$ cat config.mk
export PLATFORM = sky130hd
export DESIGN_NAME = shared_exclusive_lock_table
export DESIGN_NICKNAME = d
export VERILOG_FILES = /design/src/rtl/slt_pkg.sv /design/src/rtl/slt_front.sv /design/src/rtl/slt_queue.sv /design/src/rtl/slt_engine.sv /design/src/rtl/shared_exclusive_lock_table.sv
export SDC_FILE = /design/constraint.sdc
export NUM_CORES = 2
export LEC_CHECK = 0
export BUFFER_PORTS_ARGS = -buffer_cell sky130_fd_sc_hd__buf_2
export CAP_MARGIN = 20
export CORE_ASPECT_RATIO = 1.75
export CORE_MARGIN = 10
export CORE_UTILIZATION = 35
export CTS_CLUSTER_DIAMETER = 30
export DETAILED_ROUTE_END_ITERATION = 8
export GPL_ROUTABILITY_DRIVEN = 0
export HOLD_SLACK_MARGIN = 0.15
export SLEW_MARGIN = 10
export SYNTH_ARGS = -nofsm -noshare
export SYNTH_HDL_FRONTEND = slang
export SYNTH_SLANG_ARGS = --single-unit
$ cat constraint.sdc
create_clock -name i_clk -period 9.1 [get_ports i_clk]
set_input_delay 1.82 -clock i_clk [delete_from_list [all_inputs] [get_ports i_clk]]
set_output_delay 1.82 -clock i_clk [all_outputs]
set_load 0.05 [all_outputs]
$ cat src/rtl/slt_pkg.sv
// ----------------------------------------------------------------------------
// slt_pkg
// Shared types, widths and codes for the shared/exclusive lock table.
// ----------------------------------------------------------------------------
`default_nettype none

package slt_pkg;

    localparam int TABLE_ENTRIES = 16;
    localparam int IDX_W         = (TABLE_ENTRIES > 1) ? $clog2(TABLE_ENTRIES) : 1;
    localparam int CNT_W         = $clog2(TABLE_ENTRIES + 1);

    localparam int KIND_W   = 2;
    localparam int OWNER_W  = 32;
    localparam int KEY_W    = 64;
    localparam int MODE_W   = 2;
    localparam int STATUS_W = 2;
    localparam int FREED_W  = 5;

    localparam int IN_TDATA_W  = ((OWNER_W + KEY_W + MODE_W + 7) / 8) * 8;
    localparam int OUT_TDATA_W = ((FREED_W + 7) / 8) * 8;

    localparam logic [FREED_W-1:0] FREED_MAX = '1;
    localparam int MAX_RELEASED = (TABLE_ENTRIES < 31) ? TABLE_ENTRIES : 31;

    localparam int QUEUE_DEPTH = 2;
    localparam int QPTR_W      = (QUEUE_DEPTH > 1) ? $clog2(QUEUE_DEPTH) : 1;
    localparam int QCNT_W      = $clog2(QUEUE_DEPTH + 1);

    localparam logic [MODE_W-1:0] MODE_SHARED    = 2'd1;
    localparam logic [MODE_W-1:0] MODE_EXCLUSIVE = 2'd2;

    typedef enum logic [KIND_W-1:0] {
        OP_ACQUIRE     = 2'd0,
        OP_UNLOCK      = 2'd1,
        OP_RELEASE_ALL = 2'd2,
        OP_INVALID     = 2'd3
    } t_op;

    typedef enum logic [STATUS_W-1:0] {
        ST_DONE      = 2'd0,
        ST_CONFLICT  = 2'd1,
        ST_NOT_FOUND = 2'd2,
        ST_FULL      = 2'd3
    } t_status;

    typedef struct packed {
        logic [OWNER_W-1:0] owner;
        logic [KEY_W-1:0]   key;
        logic [MODE_W-1:0]  mode;
    } t_entry;

    // cmask[m] set: a held lock of mode m blocks this request
    typedef struct packed {
        t_op                      op;
        t_entry                   ent;
        logic [(1<<MODE_W)-1:0]   cmask;
    } t_req;

    typedef struct packed {
        t_status             status;
        logic [FREED_W-1:0]  freed;
    } t_rsp;

    function automatic logic [(1<<MODE_W)-1:0] conflict_mask(logic [MODE_W-1:0] mode);
        logic [(1<<MODE_W)-1:0] m;
        m = '0;
        if (mode == MODE_EXCLUSIVE) begin
            m = '1;
            m[0] = 1'b0;
        end else if (mode == MODE_SHARED) begin
            m[MODE_EXCLUSIVE] = 1'b1;
        end
        return m;
    endfunction

endpackage

`default_nettype wire

$ cat src/rtl/slt_front.sv
// ----------------------------------------------------------------------------
// slt_front
// Input stage: unpacks a request, decodes its kind and conflict mask.
// ----------------------------------------------------------------------------
`default_nettype none

module slt_front (
    input  wire logic                          i_clk,
    input  wire logic                          i_rst_n,
    input  wire logic                          i_valid,
    output logic                               o_ready,
    input  wire logic [slt_pkg::IN_TDATA_W-1:0] i_data,
    input  wire logic [slt_pkg::KIND_W-1:0]    i_kind,
    output logic                               o_req_valid,
    input  wire logic                          i_req_ready,
    output slt_pkg::t_req                      o_req
);
    import slt_pkg::*;

    logic r_valid, n_valid;
    t_req r_req, n_req;
    logic load;

    assign o_ready = !r_valid || i_req_ready;
    assign load    = i_valid && o_ready;

    always_comb begin
        n_valid = r_valid;
        if (load) begin
            n_valid = 1'b1;
        end else if (i_req_ready) begin
            n_valid = 1'b0;
        end
        n_req           = r_req;
        if (load) begin
            n_req.op        = t_op'(i_kind);
            n_req.ent.owner = i_data[OWNER_W-1:0];
            n_req.ent.key   = i_data[OWNER_W +: KEY_W];
            n_req.ent.mode  = i_data[OWNER_W+KEY_W +: MODE_W];
            n_req.cmask     = conflict_mask(i_data[OWNER_W+KEY_W +: MODE_W]);
        end
    end

    always_ff @(posedge i_clk) begin
        if (!i_rst_n) begin
            r_valid <= 1'b0;
        end else begin
            r_valid <= n_valid;
        end
    end

    always_ff @(posedge i_clk) begin
        r_req <= n_req;
    end

    assign o_req_valid = r_valid;
    assign o_req       = r_req;

endmodule

`default_nettype wire

$ cat src/rtl/slt_queue.sv
// ----------------------------------------------------------------------------
// slt_queue
// Short request queue between the front stage and the table engine.
// ----------------------------------------------------------------------------
`default_nettype none

module slt_queue (
    input  wire logic    i_clk,
    input  wire logic    i_rst_n,
    input  wire logic    i_valid,
    output logic         o_ready,
    input  wire slt_pkg::t_req i_req,
    output logic         o_valid,
    input  wire logic    i_pop,
    output slt_pkg::t_req o_req
);
    import slt_pkg::*;

    t_req              r_slot [QUEUE_DEPTH];
    logic [QPTR_W-1:0] r_wp, n_wp;
    logic [QPTR_W-1:0] r_rp, n_rp;
    logic [QCNT_W-1:0] r_cnt, n_cnt;
    logic              push, pop;

    assign o_ready = (r_cnt != QCNT_W'(QUEUE_DEPTH));
    assign o_valid = (r_cnt != '0);
    assign push    = i_valid && o_ready;
    assign pop     = i_pop && o_valid;
    assign o_req   = r_slot[r_rp];

    always_comb begin
        n_wp  = r_wp;
        n_rp  = r_rp;
        n_cnt = r_cnt;
        if (push) begin
            n_wp = (r_wp == QPTR_W'(QUEUE_DEPTH - 1)) ? '0 : r_wp + QPTR_W'(1);
        end
        if (pop) begin
            n_rp = (r_rp == QPTR_W'(QUEUE_DEPTH - 1)) ? '0 : r_rp + QPTR_W'(1);
        end
        if (push && !pop) begin
            n_cnt = r_cnt + QCNT_W'(1);
        end else if (pop && !push) begin
            n_cnt = r_cnt - QCNT_W'(1);
        end
    end

    always_ff @(posedge i_clk) begin
        if (!i_rst_n) begin
            r_wp  <= '0;
            r_rp  <= '0;
            r_cnt <= '0;
        end else begin
            r_wp  <= n_wp;
            r_rp  <= n_rp;
            r_cnt <= n_cnt;
        end
    end

    always_ff @(posedge i_clk) begin
        if (push) begin
            r_slot[r_wp] <= i_req;
        end
    end

endmodule

`default_nettype wire

$ cat src/rtl/slt_engine.sv
// ----------------------------------------------------------------------------
// slt_engine
// Table engine: scans the lock memory one entry per cycle, compacts it on
// removals, appends on grants and holds the result in an output register.
// ----------------------------------------------------------------------------
`default_nettype none

module slt_engine (
    input  wire logic     i_clk,
    input  wire logic     i_rst_n,
    input  wire logic     i_req_valid,
    output logic          o_req_pop,
    input  wire slt_pkg::t_req i_req,
    output logic          o_rsp_valid,
    input  wire logic     i_rsp_ready,
    output slt_pkg::t_rsp o_rsp
);
    import slt_pkg::*;

    typedef enum logic [2:0] {
        S_IDLE   = 3'b001,
        S_SCAN   = 3'b010,
        S_FINISH = 3'b100
    } t_state;

    t_entry r_mem [TABLE_ENTRIES];
    t_entry r_q;

    t_state             r_state, n_state;
    logic [CNT_W-1:0]   r_count, n_count;
    logic [CNT_W-1:0]   r_rd, n_rd;
    logic [CNT_W-1:0]   r_wr, n_wr;
    logic               r_rd_valid, n_rd_valid;
    logic               r_conflict, n_conflict;
    logic               r_dropped, n_dropped;
    logic [FREED_W-1:0] r_freed, n_freed;
    t_req               r_req, n_req;
    logic               r_out_valid, n_out_valid;
    t_rsp               r_out, n_out;

    logic               we, re, drop, own, same;
    logic [IDX_W-1:0]   waddr, raddr;
    t_entry             wdata;

    always_comb begin
        n_state     = r_state;
        n_count     = r_count;
        n_rd        = r_rd;
        n_wr        = r_wr;
        n_rd_valid  = r_rd_valid;
        n_conflict  = r_conflict;
        n_dropped   = r_dropped;
        n_freed     = r_freed;
        n_req       = r_req;
        n_out_valid = r_out_valid && !i_rsp_ready;
        n_out       = r_out;
        o_req_pop   = 1'b0;
        we          = 1'b0;
        re          = 1'b0;
        waddr       = r_wr[IDX_W-1:0];
        raddr       = r_rd[IDX_W-1:0];
        wdata       = r_q;
        drop        = 1'b0;
        own         = (r_q.owner == r_req.ent.owner);
        same        = (r_q.key == r_req.ent.key);

        unique case (r_state)
            S_IDLE: begin
                if (i_req_valid) begin
                    o_req_pop  = 1'b1;
                    n_req      = i_req;
                    n_rd       = '0;
                    n_wr       = '0;
                    n_rd_valid = 1'b0;
                    n_conflict = 1'b0;
                    n_dropped  = 1'b0;
                    n_freed    = '0;
                    n_state    = S_SCAN;
                end
            end
            S_SCAN: begin
                if (r_rd_valid) begin
                    unique case (r_req.op)
                        OP_ACQUIRE: begin
                            if (same && !own && r_req.cmask[r_q.mode]) begin
                                n_conflict = 1'b1;
                            end
                        end
                        OP_UNLOCK:      drop = own && same && !r_dropped;
                        OP_RELEASE_ALL: drop = own;
                        default:        drop = 1'b0;
                    endcase
                    if (drop) begin
                        n_dropped = 1'b1;
                        if (r_freed != FREED_MAX) begin
                            n_freed = r_freed + FREED_W'(1);
                        end
                    end else if (r_req.op == OP_UNLOCK || r_req.op == OP_RELEASE_ALL) begin
                        we   = 1'b1;
                        n_wr = r_wr + CNT_W'(1);
                    end
                end
                if (r_rd != r_count) begin
                    re         = 1'b1;
                    n_rd       = r_rd + CNT_W'(1);
                    n_rd_valid = 1'b1;
                end else begin
                    n_rd_valid = 1'b0;
                    if (!r_rd_valid) begin
                        n_state = S_FINISH;
                    end
                end
            end
            S_FINISH: begin
                if (!r_out_valid || i_rsp_ready) begin
                    n_out_valid = 1'b1;
                    n_out.freed = '0;
                    n_state     = S_IDLE;
                    unique case (r_req.op)
                        OP_ACQUIRE: begin
                            if (r_conflict) begin
                                n_out.status = ST_CONFLICT;
                            end else if (r_count == CNT_W'(TABLE_ENTRIES)) begin
                                n_out.status = ST_FULL;
                            end else begin
                                n_out.status = ST_DONE;
                                we      = 1'b1;
                                waddr   = r_count[IDX_W-1:0];
                                wdata   = r_req.ent;
                                n_count = r_count + CNT_W'(1);
                            end
                        end
                        OP_UNLOCK: begin
                            n_out.status = r_dropped ? ST_DONE : ST_NOT_FOUND;
                            n_out.freed  = r_freed;
                            n_count      = r_wr;
                        end
                        OP_RELEASE_ALL: begin
                            n_out.status = ST_DONE;
                            n_out.freed  = r_freed;
                            n_count      = r_wr;
                        end
                        default: begin
                            n_out.status = ST_NOT_FOUND;
                        end
                    endcase
                end
            end
            default: begin
                n_state = S_IDLE;
            end
        endcase
    end

    always_ff @(posedge i_clk) begin
        if (!i_rst_n) begin
            r_state     <= S_IDLE;
            r_count     <= '0;
            r_rd        <= '0;
            r_wr        <= '0;
            r_rd_valid  <= 1'b0;
            r_conflict  <= 1'b0;
            r_dropped   <= 1'b0;
            r_freed     <= '0;
            r_out_valid <= 1'b0;
        end else begin
            r_state     <= n_state;
            r_count     <= n_count;
            r_rd        <= n_rd;
            r_wr        <= n_wr;
            r_rd_valid  <= n_rd_valid;
            r_conflict  <= n_conflict;
            r_dropped   <= n_dropped;
            r_freed     <= n_freed;
            r_out_valid <= n_out_valid;
        end
    end

    always_ff @(posedge i_clk) begin
        r_req <= n_req;
        r_out <= n_out;
    end

    // compaction writes always land below the read pointer
    always_ff @(posedge i_clk) begin
        if (we) begin
            r_mem[waddr] <= wdata;
        end
        if (re) begin
            r_q <= r_mem[raddr];
        end
    end

    assign o_rsp_valid = r_out_valid;
    assign o_rsp       = r_out;

endmodule

`default_nettype wire

$ cat src/rtl/shared_exclusive_lock_table.sv
// ----------------------------------------------------------------------------
// shared_exclusive_lock_table
// Lock table with shared and exclusive modes: acquire, unlock, release-all.
//
//  channel   dir  handshake              payload
//  s_axis    in   tvalid/tready          tuser kind, tdata owner/key/mode
//  m_axis    out  tvalid/tready          tuser status, tdata released count
//
// The engine reads the N held locks of the lock memory one entry per cycle
// through its single read port, then commits in its finish state once the
// output register is free. Reset empties the table at once. Two queued
// requests plus the front register absorb output stalls.
// ----------------------------------------------------------------------------
`default_nettype none

module shared_exclusive_lock_table (
    input  wire logic                            i_clk,
    input  wire logic                            i_rst_n,
    input  wire logic                            s_axis_tvalid,
    output logic                                 s_axis_tready,
    // [31:0] requester_id, [95:32] resource_key, [97:96] lock_mode
    input  wire logic [slt_pkg::IN_TDATA_W-1:0]  s_axis_tdata,
    // [1:0] kind
    input  wire logic [slt_pkg::KIND_W-1:0]      s_axis_tuser,
    output logic                                 m_axis_tvalid,
    input  wire logic                            m_axis_tready,
    // [4:0] released_count
    output logic [slt_pkg::OUT_TDATA_W-1:0]      m_axis_tdata,
    // [1:0] status
    output logic [slt_pkg::STATUS_W-1:0]         m_axis_tuser
);
    import slt_pkg::*;

    logic front_valid, queue_ready, queue_valid, pop;
    t_req front_req, queue_req;
    t_rsp rsp;

    slt_front u_front (
        .i_clk       (i_clk),
        .i_rst_n     (i_rst_n),
        .i_valid     (s_axis_tvalid),
        .o_ready     (s_axis_tready),
        .i_data      (s_axis_tdata),
        .i_kind      (s_axis_tuser),
        .o_req_valid (front_valid),
        .i_req_ready (queue_ready),
        .o_req       (front_req)
    );

    slt_queue u_queue (
        .i_clk   (i_clk),
        .i_rst_n (i_rst_n),
        .i_valid (front_valid),
        .o_ready (queue_ready),
        .i_req   (front_req),
        .o_valid (queue_valid),
        .i_pop   (pop),
        .o_req   (queue_req)
    );

    slt_engine u_engine (
        .i_clk       (i_clk),
        .i_rst_n     (i_rst_n),
        .i_req_valid (queue_valid),
        .o_req_pop   (pop),
        .i_req       (queue_req),
        .o_rsp_valid (m_axis_tvalid),
        .i_rsp_ready (m_axis_tready),
        .o_rsp       (rsp)
    );

    assign m_axis_tdata = OUT_TDATA_W'(rsp.freed);
    assign m_axis_tuser = rsp.status;

endmodule

`default_nettype wire

# After elaboration in Yosys (flattened, before gate mapping)
# Memories as Yosys holds them, arrays and structs flattened. A register that Yosys moved wholly into a read port is not among the register bits.
# Index checks and enable logic that the tools add are counted.
# word_totals
mem_bits_rw	1776
reg_bits	143
wordCells	170
output_inout_bits	12
mem_count	2
# mem_list
name	words	word_bits	rd	rd_ports_with_merged_regs	write_ports	line_no	rtl
u_engine.r_mem	16	98	1	1	1	slt_engine.sv:26	t_entry r_mem [TABLE_ENTRIES];
u_queue.r_slot	2	104	1	1	1	slt_queue.sv:19	t_req r_slot [QUEUE_DEPTH];
# classes
mux	74
reduce_logical	37
add_sub_neg	8
n_eq_ne	27
order_cmp	1
# op_table
operator	n
$mux W98	5
$eq A64 B64 Y1	1
$mux W5	10
$pmux W5 S2	4
$eq A32 B32 Y1	1
$mux W1	32
$add A5 B1 Y5 const B	4
$mux W4	5
$reduce_and A5 Y1	4
$ne A2 B1 Y1 const B	8
$ne A2 B2 Y1 const B	7
$mux W2	6
$mux W3	4
$logic_and A1 B1 Y1	10
$pmux W1 S2	5
$reduce_bool A2 Y1	5
$pmux W3 S3	1
$reduce_and A4 Y1	2
$logic_not A1 Y1	7
$pmux W2 S3	1
$reduce_and A2 Y1	3
$eq A5 B5 Y1 const B	1
$ne A5 B5 Y1	1
$ne A5 B5 Y1 const B	1
other kinds (14)	19

# Depth between registers and ports, before layout
# logic_depth
word_depth	11
depth_mapped	9
mapped_depth_nobuf	8

# By module
# Synthesis repeated with hierarchy kept, for this count alone.
# hier_totals
hier_cells	3534
area_unflattened_um2	80275.7
# modules_own_cells
mod	n_inst	area_each_um2	cells_per_inst
slt_engine	1	69096.3	3070
slt_queue	1	7998.9	348
slt_front	1	3154.3	112
shared_exclusive_lock_table	1	26.3	4

# Worst setup path after synthesis
# OpenSTA, ideal clock, no wires.
# synth_path
path_kind	in2reg
start	in m_axis_tready
end	mem u_engine.r_mem[12][0] (netlist name), enable pin
path_buffers	2
stages	8
required_time_ns	8.544
slack_ns	1.099
t_arrival_ns	7.445
cell_sequence	nor2b_1 > nor2b_1 > and2_1 > nand2b_1 > clkbuf_1 > clkbuf_1 > a31oi_1 > nor2_1
# synth_via
elab_chain_cells	5
elab_cells_between_ends	7
classes_between	mux: 6; reduce/logical: 1
# synth_lines
item	line_no	rtl
start: declaration	shared_exclusive_lock_table.sv:26	input wire logic m_axis_tready,
$logic_or A1 B1 Y1 *	slt_engine.sv:115	if (!r_out_valid || i_rsp_ready) begin
$mux W1	slt_engine.sv:115	
$pmux W1 S2	slt_engine.sv:67	unique case (r_state)
$mux W1	slt_engine.sv:186	if (we) begin
$mux W1 (implied by the code)	slt_engine.sv:187	r_mem[waddr] <= wdata;
end: declaration	slt_engine.sv:26	
# Mark *: on every way between the ends. The rest lies on a longest branch, timed or not.

# Final worst setup path
# layout_path
start	in m_axis_tready
end	mem u_engine.r_mem[8][5] (netlist name), enable pin
# The elaborated chain is that of the path after synthesis.

==> results.py <==
metrics = {
    "final_layout": {
        "nNetsFinal": 3784,
        "area_delta_synth_final_pct": 18.98,
        "drive_gt1_share_pct": 36.37,
    },
    "clock_network": {
        "clkSlewWorstSetupHoldPaths_ps": 50,
        "clock_sinks": 2113,
        "worstSkewPairLatency_ps": 850,
        "post_cts_hold_buffer_count": 0,
        "cts_tree": "yes",
        "cts_setup_buffers": 0,
        "cts-root-buf": "clkbuf_16",
        "cts_buffers": 310,
        "cts_buffer_depth": 4,
        "cts_max_level": 5,
        "cts_resized": 0,
    },
    "synth": {
        "yosys_warnings": 0,
        "synth-edff-count": 2081,
        "synth.top_cells.by_area": "edfxtp_1 (79%), mux4_2 (14%), mux2_2 (2.8%), xor2_1 (1.1%), dfxtp_1 (0.81%)",
        "syn_avg_cell_area_um2": 23.99,
        "synth_top_area_share_pct": 78.59,
        "synth_top_area_cell": "edfxtp_1",
        "synth_cells": 3314,
        "synth_seq_cells": 2113,
        "ys_seq_area_share_pct": 79.40,
        "synth.cell_area_um2": 79510,
        "synthArstFlopShare_pct": 0,
        "yosysUniqueCellTypes": 54,
        "synth-main-ff-cell": "edfxtp_1",
    },
    "run": {
        "maxCapViolations": 0,
    },
    "timing": {
        "tightestPinTransition_ps": 1225,
        "maxSlewViolCount": 0,
        "max_freq_mhz": 190.7,
        "finalClockSkew_ps": 102.6,
        "fin_crit_ps": 5245,
        "relSlewSlack_pct": 18.30,
        "setup_tns_ps": 0,
        "fin_ws_ps": 3855,
        "fin_crit_sh_pct": 57.63,
        "final_hold_viol_count": 0,
        "setup_viol": 0,
        "rsz0062_at_grt": "no",
    },
    "grt": {
        "grtUsageMet2_pct": 26.21,
        "grt_util_met3_pct": 2.361,
        "grt_pass1_vias": 38530,
        "use_met1_pct": 17.89,
        "top_usage_layer": "met2",
        "grt_max_degree": 121,
        "gr-total-overflow": 0,
        "track_usage_pct": 14.54,
        "grt_pass1_wl_um": 268300,
        "antenna_found_initial": 12,
    },
    "worst_setup_path": {
        "worst_ep_arrival_time_ps": 5650,
        "path_class": "in -> reg",
        "required_ps": 9500,
        "reg2reg_depth": 11,
        "setup.worst_path.start_class": "primary input",
        "worstPathMaxFanout": 51,
        "end_kind": "register",
    },
    "floorplanning": {
        "die_w_um": 380.3,
        "rows": 231,
        "start_util_pct": 35.18,
        "coreArea_um2": 226000,
        "die_area_um2": 247400,
        "io_pins": 122,
        "die_h_um": 650.5,
    },
    "routing": {
        "totalWireLength_um": 183500,
        "drt-pass1-iter-count": 5,
        "drt_iter0_markers": 2922,
        "drc": 0,
        "routed_via_density": 5.094,
        "final_antenna_net_count": 0,
        "vias": 35380,
        "routedWlPerCell_um": 26.42,
    },
    "min_path": {
        "hold_class": "reg -> reg",
        "worstHoldPathCells": 0,
    },
    "pwr": {
        "vdd_drop_max_v": 0.0001682,
        "finalPower_uw": 24150,
        "power.leakage_uw": 0.02924,
        "power.density_nw_per_um2": 255.3,
    },
    "placed_design": {
        "post-place-ws_ps": 2986,
        "io_buffers": 112,
        "hpwl_um": 94230,
    },
    "run_status": {
        "status": "finished clean",
    },
}
-- area by class of cell --
class | count | area, um2
repair buffers | 182 | 1246
diodes | 1 | 2.502
inverters | 15 | 61.31
well taps | 3029 | 3790
flip-flops and latches | 2113 | 63150
fillers | 19460 | 131400
multi-input cells | 1041 | 15920
clock inverters | 231 | 2487
clock buffers | 333 | 7950
-- power by group --
part	internal (uW)	switching, uW	total [uW]
registers	11000	274	11300
logic	323	696	1020
clock network	7280	4570	11900
-- path summary, 6_finish.rpt --
check | from | endpoint | slack, ps
hold / removal | u_front.o_req[75] | u_queue.r_slot[1][75] | 440
setup reg to reg | u_engine.r_req[16] | u_engine.r_mem[8][5] | 3930
setup / recovery | m_axis_tready | u_engine.r_mem[8][5] | 3860
hold reg to reg | u_front.o_req[75] | u_queue.r_slot[1][75] | 440
-- placed cells by master, fill, tap and decap left out, drive strengths merged, types with 4 or more instances in the layout --
cell type     n
nand2b        6
buf         182
o21ai        14
a31oi         8
nand3         7
nor2b         8
nor2         40
mux2        200
a21oi        11
o21a          4
clkinv      108
edfxtp     2081
inv          83
xor2        104
and2         13
nand2        21
bufinv       28
mux4        490
dfxtp        32
clkbuf      333
nor4         28
a21boi        5
nand4        13
o211ai        5
ha           11
clkinvlp     27
nand4b        4
xnor2         7
and3          6
-- stage by stage --
stage | std cells | hold slack (ps) | utilization (%) | instance area (um2)
2_1_floorplan | 3316 | 421.5 | - | 79520
3_3_place_gp | 6377 | 424.0 | 37.22 | 84130
3_5_place_dp | 6380 | 431.6 | 37.24 | 84160
4_1_cts | 6944 | 438.8 | 41.86 | 94600
5_1_grt | 6945 | 447.9 | 41.86 | 94600
6_report | 6945 | 436.1 | 41.86 | 94600
-- per-layer routing --
metal / up-vias / wire length (um)
li1: 14860 / -
met1: 19230 / 72080
met2: 1016 / 98160
met3: 274 / 8923
met4: 6 / 4255
met5: - / 45
-- Yosys cell counts (all sizes together) (11+ instances only) --
master	number
edfxtp	2081
mux4	490
mux2	200
xor2	104
clkbuf	89
buf	58
nor2	40
dfxtp	32
nor4	28
nand2	21
inv	15
o21ai	14
and2	13
nand4	13
a21oi	11
ha	11
-- cells by family after synthesis --
| group | share of synthesized area, % |
|---|---|
| AO/OA/AOI/OAI | 0.5870 |
| multiplexers | 16.72 |
| flip-flops | 79.40 |
| other | 0.004716 |
| AND/OR/NAND/NOR | 1.098 |
| buffers and inverters | 0.7900 |
| XOR/XNOR | 1.223 |
| adder cells (fa/ha/maj) | 0.1731 |
-- critical path: stages --
cell and delay, ps:
buf_2 80, nor2b_1 110, nor2b_1 180, and2_1 270, nand2b_4 460, nor2_1 300
a32oi_1 80, buf_4 200, nor2_4 240, buf_4 890, buf_4 860
-- state kept, by name, summed over array words and instances (netlist names), 2 cells and up --
name and cells:
u_queue.r_cnt 2, u_engine.r_req 102, u_front.o_req 102, u_engine.r_rd 5
u_queue.r_slot 204, u_engine.r_mem 1568, u_engine.r_state 3, u_engine.r_wr 5
u_engine.o_rsp 7, u_engine.r_count 5, u_engine.r_q 98, u_engine.r_freed 5
Power figures use the tool's default switching activity.
